===== src/rtl/slug_pkg.sv =====
// Shared constants, types and table write port for the shuffled LCG generator.
`timescale 1ns / 1ps

package slug_pkg;

   // Word and table geometry
   localparam int WORD_W       = 31;
   localparam int TABLE_DEPTH  = 32;
   localparam int IDX_W        = (TABLE_DEPTH > 1) ? $clog2(TABLE_DEPTH) : 1;
   localparam int WARMUP_STEPS = 8;
   localparam int STEP_COUNT   = TABLE_DEPTH + WARMUP_STEPS;
   localparam int STEP_W       = $clog2(STEP_COUNT);

   // Generator: seed' = LCG_MUL * seed mod LCG_MOD
   localparam int MUL_W  = 17;
   localparam int PROD_W = WORD_W + MUL_W;
   localparam logic [WORD_W-1:0] LCG_MOD = 31'h7fff_ffff;
   localparam logic [MUL_W-1:0]  LCG_MUL = 17'h1_0ff5;

   // Entry select: index / SEL_DIV by reciprocal multiply and one correction
   localparam longint SEL_DIV    = 64'd1 + (longint'(LCG_MOD) - 64'd1) / TABLE_DEPTH;
   localparam int     SEL_SHIFT  = WORD_W + IDX_W;
   localparam int     SEL_Q_W    = IDX_W + 1;
   localparam int     SEL_PROD_W = SEL_SHIFT + SEL_Q_W;
   localparam longint SEL_RECIP  = ((64'd1 << SEL_SHIFT) + SEL_DIV - 64'd1) / SEL_DIV;
   localparam int     SEL_CHK_W  = SEL_Q_W + WORD_W;

   // Item modes
   localparam logic MODE_DRAW   = 1'b0;
   localparam logic MODE_RESEED = 1'b1;

   typedef logic [WORD_W-1:0] word_type;
   typedef logic [IDX_W-1:0]  idx_type;
   typedef logic [STEP_W-1:0] step_type;

   // Write port of the shuffle table
   typedef struct packed {
      logic     en;
      idx_type  addr;
      word_type data;
   } tbl_wr_type;

endpackage


===== src/rtl/slug_lcg_step.sv =====
// One generator step: registered multiply, then fold modulo 2^31-1.
`timescale 1ns / 1ps

module slug_lcg_step (
   input  logic              clock,
   input  slug_pkg::word_type seed,
   output slug_pkg::word_type next_seed
);
   import slug_pkg::*;

   logic [PROD_W-1:0] prod_ff;
   logic [PROD_W-1:0] prod_in;
   logic [MUL_W-1:0]  prod_hi;
   word_type          prod_lo;
   logic [WORD_W:0]   fold_sum;
   logic [WORD_W:0]   fold_sub;

   // Multiply the current seed by the generator constant
   assign prod_in = PROD_W'(LCG_MUL) * PROD_W'(seed);

   always_ff @(posedge clock) begin
      prod_ff <= prod_in;
   end

   // Fold: 2^31 is 1 modulo 2^31-1, so add the high part to the low part
   assign prod_hi  = prod_ff[PROD_W-1:WORD_W];
   assign prod_lo  = prod_ff[WORD_W-1:0];
   assign fold_sum = {1'b0, prod_lo} + (WORD_W+1)'(prod_hi);
   assign fold_sub = fold_sum - {1'b0, LCG_MOD};

   // One conditional subtract brings the sum below the modulus
   always_comb begin
      if (fold_sum >= {1'b0, LCG_MOD}) begin
         next_seed = fold_sub[WORD_W-1:0];
      end else begin
         next_seed = fold_sum[WORD_W-1:0];
      end
   end

endmodule


===== src/rtl/slug_sel.sv =====
// Table entry select: index word divided by the bucket size, saturated.
`timescale 1ns / 1ps

module slug_sel (
   input  logic               clock,
   input  slug_pkg::word_type index_word,
   output slug_pkg::idx_type  sel
);
   import slug_pkg::*;

   logic [SEL_PROD_W-1:0] prod_ff;
   word_type              index_ff;
   logic [SEL_Q_W-1:0]    q_est;
   logic [SEL_CHK_W-1:0]  chk;
   logic [SEL_Q_W-1:0]    q_fix;

   // Estimate the quotient with a rounded-up reciprocal
   always_ff @(posedge clock) begin
      prod_ff  <= SEL_PROD_W'(index_word) * SEL_PROD_W'(SEL_RECIP);
      index_ff <= index_word;
   end

   assign q_est = prod_ff[SEL_SHIFT +: SEL_Q_W];
   assign chk   = SEL_CHK_W'(q_est) * SEL_CHK_W'(SEL_DIV);

   // Estimate is exact or one too high: back off when it overshoots
   always_comb begin
      if (chk > SEL_CHK_W'(index_ff)) begin
         q_fix = q_est - SEL_Q_W'(1);
      end else begin
         q_fix = q_est;
      end
   end

   // Clamp to the last entry
   always_comb begin
      if (q_fix >= SEL_Q_W'(TABLE_DEPTH)) begin
         sel = IDX_W'(TABLE_DEPTH - 1);
      end else begin
         sel = q_fix[IDX_W-1:0];
      end
   end

endmodule


===== src/rtl/slug_table.sv =====
// Shuffle table memory with registered read and per-entry valid bits.
`timescale 1ns / 1ps

module slug_table (
   input  logic                 clock,
   input  logic                 reset,
   input  slug_pkg::tbl_wr_type wr,
   input  logic                 rd_en,
   input  slug_pkg::idx_type    rd_addr,
   output slug_pkg::word_type   rd_data
);
   import slug_pkg::*;

   word_type                   mem_ff [TABLE_DEPTH];
   logic [TABLE_DEPTH-1:0]     valid_ff;
   word_type                   rd_data_ff;

   // Write the entry
   always_ff @(posedge clock) begin
      if (wr.en) begin
         mem_ff[wr.addr] <= wr.data;
      end
   end

   // Mark written entries; reset makes every entry read as zero
   always_ff @(posedge clock) begin
      if (reset) begin
         valid_ff <= '0;
      end else if (wr.en) begin
         valid_ff[wr.addr] <= 1'b1;
      end
   end

   // Registered read; hold the data until the next read
   always_ff @(posedge clock) begin
      if (rd_en) begin
         if (valid_ff[rd_addr]) begin
            rd_data_ff <= mem_ff[rd_addr];
         end else begin
            rd_data_ff <= '0;
         end
      end
   end

   assign rd_data = rd_data_ff;

endmodule


===== src/rtl/shuffled_lcg_uniform_generator_core.sv =====
// Top level of the shuffled LCG uniform generator: control, state registers, result register.
//
//   channel | direction | handshake           | payload
//   req     | in        | req_valid/req_stall | req_mode, req_seed_value
//   rsp     | out       | rsp_valid/rsp_stall | rsp_random_word
//
// A draw passes through the idle state that accepts it, a state that launches the registered
// table read, and the write-back state; its result is registered when the write-back completes.
// A reseed runs TABLE_DEPTH + 8 generator steps, each a registered multiply state then a
// fold state, and gives no result.
// Synchronous reset clears seed, index word and all table valid bits.
// A stalled result holds a following draw in write-back until the result is taken.
`timescale 1ns / 1ps

module shuffled_lcg_uniform_generator_core (
   input  logic               clock,
   input  logic               reset,
   input  logic               req_valid,
   output logic               req_stall,
   input  logic               req_mode,
   input  slug_pkg::word_type req_seed_value,
   output logic               rsp_valid,
   input  logic               rsp_stall,
   output slug_pkg::word_type rsp_random_word
);
   import slug_pkg::*;

   localparam logic [2:0] S_IDLE      = 3'd0;
   localparam logic [2:0] S_DRAW_MUL  = 3'd1;
   localparam logic [2:0] S_DRAW_WB   = 3'd2;
   localparam logic [2:0] S_SEED_MUL  = 3'd3;
   localparam logic [2:0] S_SEED_FOLD = 3'd4;

   logic [2:0] state_ff, state_in;
   word_type   seed_ff, seed_in;
   word_type   index_ff, index_in;
   step_type   step_cnt_ff, step_cnt_in;
   idx_type    sel_ff, sel_in;
   logic       rsp_valid_ff, rsp_valid_in;
   word_type   rsp_word_ff, rsp_word_in;

   word_type   next_seed;
   idx_type    sel;
   word_type   rd_data;
   logic       rd_en;
   tbl_wr_type tbl_wr;
   logic       req_accept;
   logic       rsp_blocked;

   slug_lcg_step u_lcg_step (
      .clock     (clock),
      .seed      (seed_ff),
      .next_seed (next_seed)
   );

   slug_sel u_sel (
      .clock      (clock),
      .index_word (index_ff),
      .sel        (sel)
   );

   slug_table u_table (
      .clock   (clock),
      .reset   (reset),
      .wr      (tbl_wr),
      .rd_en   (rd_en),
      .rd_addr (sel),
      .rd_data (rd_data)
   );

   assign req_stall   = (state_ff != S_IDLE);
   assign req_accept  = req_valid && !req_stall;
   assign rsp_blocked = rsp_valid_ff && rsp_stall;
   assign rd_en       = (state_ff == S_DRAW_MUL);

   // Sequence draws and reseeds
   always_comb begin
      state_in     = state_ff;
      seed_in      = seed_ff;
      index_in     = index_ff;
      step_cnt_in  = step_cnt_ff;
      sel_in       = sel_ff;
      rsp_word_in  = rsp_word_ff;
      rsp_valid_in = rsp_valid_ff && rsp_stall;
      tbl_wr.en    = 1'b0;
      tbl_wr.addr  = sel_ff;
      tbl_wr.data  = seed_ff;

      case (state_ff)
         S_IDLE: begin
            if (req_accept) begin
               if (req_mode == MODE_RESEED) begin
                  seed_in     = req_seed_value;
                  step_cnt_in = STEP_W'(STEP_COUNT - 1);
                  state_in    = S_SEED_MUL;
               end else begin
                  state_in = S_DRAW_MUL;
               end
            end
         end
         S_DRAW_MUL: begin
            // advance the seed, launch the table read
            seed_in  = next_seed;
            sel_in   = sel;
            state_in = S_DRAW_WB;
         end
         S_DRAW_WB: begin
            // swap: old entry out, new seed in
            if (!rsp_blocked) begin
               tbl_wr.en    = 1'b1;
               index_in     = rd_data;
               rsp_word_in  = rd_data;
               rsp_valid_in = 1'b1;
               state_in     = S_IDLE;
            end
         end
         S_SEED_MUL: begin
            state_in = S_SEED_FOLD;
         end
         S_SEED_FOLD: begin
            // fill the table top down during the last steps
            seed_in     = next_seed;
            tbl_wr.addr = step_cnt_ff[IDX_W-1:0];
            tbl_wr.data = next_seed;
            tbl_wr.en   = (step_cnt_ff < STEP_W'(TABLE_DEPTH));
            if (step_cnt_ff == '0) begin
               index_in = next_seed;
               state_in = S_IDLE;
            end else begin
               step_cnt_in = step_cnt_ff - STEP_W'(1);
               state_in    = S_SEED_MUL;
            end
         end
         default: begin
            state_in = S_IDLE;
         end
      endcase
   end

   // Control and state registers
   always_ff @(posedge clock) begin
      if (reset) begin
         state_ff     <= S_IDLE;
         seed_ff      <= '0;
         index_ff     <= '0;
         rsp_valid_ff <= 1'b0;
         step_cnt_ff  <= '0;
      end else begin
         state_ff     <= state_in;
         seed_ff      <= seed_in;
         index_ff     <= index_in;
         rsp_valid_ff <= rsp_valid_in;
         step_cnt_ff  <= step_cnt_in;
      end
   end

   // Payload registers
   always_ff @(posedge clock) begin
      sel_ff      <= sel_in;
      rsp_word_ff <= rsp_word_in;
   end

   assign rsp_valid       = rsp_valid_ff;
   assign rsp_random_word = rsp_word_ff;

   // Entry select stays inside the table
   a_sel_range: assert property (@(posedge clock) disable iff (reset)
      (state_ff == S_DRAW_MUL) |-> (32'(sel) < TABLE_DEPTH))
      else $error("entry select out of range");

   // Outputs are always reduced modulo 2^31-1
   a_word_reduced: assert property (@(posedge clock) disable iff (reset)
      rsp_valid_ff |-> (rsp_word_ff != LCG_MOD))
      else $error("result not reduced");

   // Only a draw's write-back raises a result
   a_result_source: assert property (@(posedge clock) disable iff (reset)
      $rose(rsp_valid_ff) |-> ($past(state_ff) == S_DRAW_WB))
      else $error("result raised outside a draw");

   // An unblocked write-back completes the draw and shows the result
   a_draw_done: assert property (@(posedge clock) disable iff (reset)
      (state_ff == S_DRAW_WB && !rsp_blocked) |=> (rsp_valid_ff && state_ff == S_IDLE))
      else $error("draw did not complete");

endmodule


===== config.mk =====
export PLATFORM = sky130hd
export DESIGN_NAME = shuffled_lcg_uniform_generator_core
export DESIGN_NICKNAME = d
export VERILOG_FILES = /design/src/rtl/slug_pkg.sv /design/src/rtl/slug_lcg_step.sv /design/src/rtl/slug_sel.sv /design/src/rtl/slug_table.sv /design/src/rtl/shuffled_lcg_uniform_generator_core.sv
export SDC_FILE = /design/constraint.sdc
export NUM_CORES = 2
export LEC_CHECK = 0
export BUFFER_PORTS_ARGS = -buffer_cell sky130_fd_sc_hd__buf_2
export CORE_MARGIN = 2
export CORE_UTILIZATION = 63
export DETAILED_ROUTE_END_ITERATION = 16
export GPL_ROUTABILITY_DRIVEN = 1
export PLACE_DENSITY = 0.8
export SKIP_LAST_GASP = 1
export SYNTH_ARGS = -nofsm -noshare
export SYNTH_HDL_FRONTEND = slang
export SYNTH_SLANG_ARGS = --single-unit

===== constraint.sdc =====
create_clock -name clock -period 7 [get_ports clock]
set_input_delay 0.7 -clock clock [delete_from_list [all_inputs] [get_ports clock]]
set_output_delay 0.7 -clock clock [all_outputs]
set_load 0.05 [all_outputs]

==> impl_metrics.env <==
export IMPL_worstSkewPairLatency_ns=0.74
export IMPL_required_ns=7.60
export IMPL_layout_commonest_cell="edfxtp_1"
export IMPL_final_cell_mix="edfxtp_1 (1059), inv_1 (367), mux4_2 (320)"
export IMPL_port_buffer_count=68
export IMPL_ios=69
export IMPL_start_util_pct=63.5
export IMPL_antenna_found_initial=2
export IMPL_route_detailed_drc=0
export IMPL_multi_input_area_um2=21100
export IMPL_die_y_um=305
export IMPL_cellPowerDensity_nw_per_um2=480
export IMPL_ir_drop_mv=0.749
export IMPL_synth_area_per_cell_um2=16.2
export IMPL_die_area_um2=93200
export IMPL_instances_no_fill=4927
export IMPL_setup_tns_ns=0
export IMPL_syn2layout_area_growth_pct=10.7
export IMPL_fillCellCount=5585
export IMPL_drive_above_1_share_pct=20.4
export IMPL_rows=110
export IMPL_path_cells="fa_1 -> inv_1 -> fa_1 -> fa_1 -> inv_1 -> fa_1 -> fa_1 -> inv_1 -> fa_1 -> inv_1 -> ha_1 -> a22oi_1 -> nand2_1 -> or3_1 -> o211a_1 -> a21oi_1 -> o21a_1 -> o21ai_0 -> a221oi_1 -> o21ai_0 -> a21o_1"
export IMPL_diodes=0
export IMPL_gp_congestion=0.989
export IMPL_holdCritPathClass="in -> reg"
export IMPL_core_area_um2=90000
export IMPL_ys_warn_count=0
export IMPL_drt_iter0_markers=4593
export IMPL_critPathTopFamily="adder cells"
export IMPL_tightest_slew_ns=1.35
export IMPL_dr_total_vias=33700
export IMPL_cts_tree="built"
export IMPL_synth_ff_type="edfxtp_1"
export IMPL_crit_type="reg -> reg"
export IMPL_syn_area_um2=57200
export IMPL_wl_mm=155
export IMPL_worst_path_max_fanout=10
export IMPL_cap_violations=0
export IMPL_cp_slowest_cell="dfxtp_1"
export IMPL_clock_skew_ns=0.0809
export IMPL_postSynth_asyncResetShare_pct=0
export IMPL_setup_violations=0
export IMPL_drt_pass1_iter_count=7
export IMPL_cts_htree_levels=3
export IMPL_rsz0062_at_grt="no"
export IMPL_period_share_pct=96.6
export IMPL_arrival_ns=7.36
export IMPL_period_needed_ns=6.76
export IMPL_dp_cells=4719
export IMPL_ys_types=93
export IMPL_timing_hold_ws_ns=0.305
export IMPL_setup_ws_ns=0.238
export IMPL_startpoint_type="flip-flop"
export IMPL_cp_num_buf_inv=4
export IMPL_grt_overflow=0
export IMPL_syn_num_nets=4012
export IMPL_pre_cts_ws_ns=0.231
export IMPL_slew_headroom_pct=10.1
export IMPL_num_nets_final=4145
export IMPL_status="finished, final reports clean"
export IMPL_cts_made_buffers=113
export IMPL_cpPeakStageDelay_ns=0.71
export IMPL_grt_pass1_wl_mm=230
export IMPL_grt_usage_pct=34.3
export IMPL_dpl_hpwl_mm=92.8
export IMPL_synth_edf_count=1059
export IMPL_cp_common_cell="fa_1"
export IMPL_clk_pin_slew_ns=0.06
export IMPL_yosysSeqAreaShare_pct=60.2
export IMPL_die_x_um=305
export IMPL_clockBufferDepth=3
export IMPL_ant_nets=0
export IMPL_setup_worst_path_end_class="flip-flop"
export IMPL_p_leak_nw=22.7
export IMPL_ys_ff_latch=1190
export IMPL_grt_pass1_vias=34400
export IMPL_ctsRootBufferMaster="clkbuf_16"
export IMPL_synth_cells=3525
export IMPL_final_hold_viol_count=0
export IMPL_cts_sinks=1190
export IMPL_fmax_mhz=148
export IMPL_grt_max_degree=165
export IMPL_report_final_slew_viol_count=0
export IMPL_drt_wirelength_per_cell_um=31.5
export IMPL_ff_latch_area_um2=34400
export IMPL_via_per_inst=6.83
## sequential cells by signal, indices dropped and copies added (netlist names)
signal / flops
u_lcg_step.prod_ff: 48
seed_ff: 31
u_table.rd_data: 31
rsp_random_word: 31
state_ff: 3
u_table.mem_ff: 992
u_table.valid_ff: 32
u_sel.prod_ff: 5
index_ff: 5
step_cnt_ff: 6
rsp_valid: 1
sel_ff: 5
## final timing paths
kind	startpoint	endpoint	slack [ns]	cells past startpoint
setup / recovery	seed_ff[16]	u_lcg_step.prod_ff[47]	0.24	21
hold / removal	req_seed_value[16]	seed_ff[16]	0.31	3
setup reg to reg	seed_ff[16]	u_lcg_step.prod_ff[47]	0.24	21
hold reg to reg	index_ff[29]	u_sel.prod_ff[39]	0.35	0
## cell families after synthesis
logic type / share of synthesized area [%]
buf+inv: 3.48
simple gates: 4.50
flops: 60.2
xor+xnor: 0.904
mux: 13.3
fa+ha+maj: 12.8
compound gates: 4.84
## per-stage QoR
stage	cell area [um^2]	utilization [%]	total power [W]
after floorplan	57200	-	0.0197
after global placement	59600	66.2	0.0236
after detailed placement	59600	66.2	0.0237
after CTS	63300	70.3	0.0299
after global routing	63300	70.3	0.0323
final	63300	70.3	0.0303
## Yosys cell counts, types with 11 or more instances
master / count / area (um^2)
edfxtp_1: 1059 / 31800
a21oi_1: 109 / 546
nand2_1: 116 / 435
a211oi_1: 31 / 233
nand3_1: 43 / 215
or3_1: 17 / 106
o21a_1: 14 / 105
mux2i_1: 37 / 370
nor4_1: 12 / 75.1
o21ai_0: 71 / 355
nand4_1: 17 / 106
clkbuf_1: 113 / 424
inv_1: 367 / 1380
nor2_1: 208 / 781
a31oi_1: 21 / 131
and4_1: 11 / 96.3
fa_1: 225 / 4500
nor3_1: 33 / 165
mux4_2: 320 / 7210
and2_1: 11 / 68.8
buf_1: 31 / 116
a21o_1: 41 / 308
xnor2_1: 41 / 359
and3_1: 13 / 81.3
dfxtp_1: 131 / 2620
ha_1: 226 / 2830
xor2_1: 18 / 158
## worst register-to-register path, cell delays in order (launching register included)
cell	delay [ns]
dfxtp_1	0.71
fa_1	0.55
inv_1	0.08
fa_1	0.44
fa_1	0.53
inv_1	0.06
fa_1	0.48
fa_1	0.49
inv_1	0.05
fa_1	0.47
inv_1	0.04
ha_1	0.35
a22oi_1	0.21
nand2_1	0.11
or3_1	0.40
o211a_1	0.27
a21oi_1	0.34
o21a_1	0.20
o21ai_0	0.14
a221oi_1	0.41
o21ai_0	0.16
a21o_1	0.20
## final cells by class
cell class | count | area share, %
Sequential cell | 1190 | 54.4
Clock buffer | 148 | 4.95
Inverter | 368 | 2.18
Clock inverter | 60 | 0.876
Timing Repair Buffer | 173 | 1.84
Multi-Input combinational cell | 1812 | 33.4
Tap cell | 1176 | 2.32
## report_power, final
part,total [W],leakage (nW),switching [W],internal [W]
Combinational,0.0155,10.1,0.00958,0.00596
Sequential,0.00869,10.8,0.000360,0.00833
Clock,0.00611,1.83,0.00273,0.00338
Total,0.0303,22.7,0.0127,0.0177
## per-layer routing
metal	up-vias	global-route usage, %	wire length, um
met4	0	13.7	6850
met1	17300	47.3	56900
met5	-	0	0
met3	420	6.43	16600
li1	13600	-	-
met2	2338	54.9	75000
## timing repair
action | CTS | global route
resized for setup | 0 | 4
setup buffers | 0 | 0
endpoints found under the setup margin | 0 | 4
hold buffers | 0 | 0
Note: power is estimated with default switching activity, not from simulation.
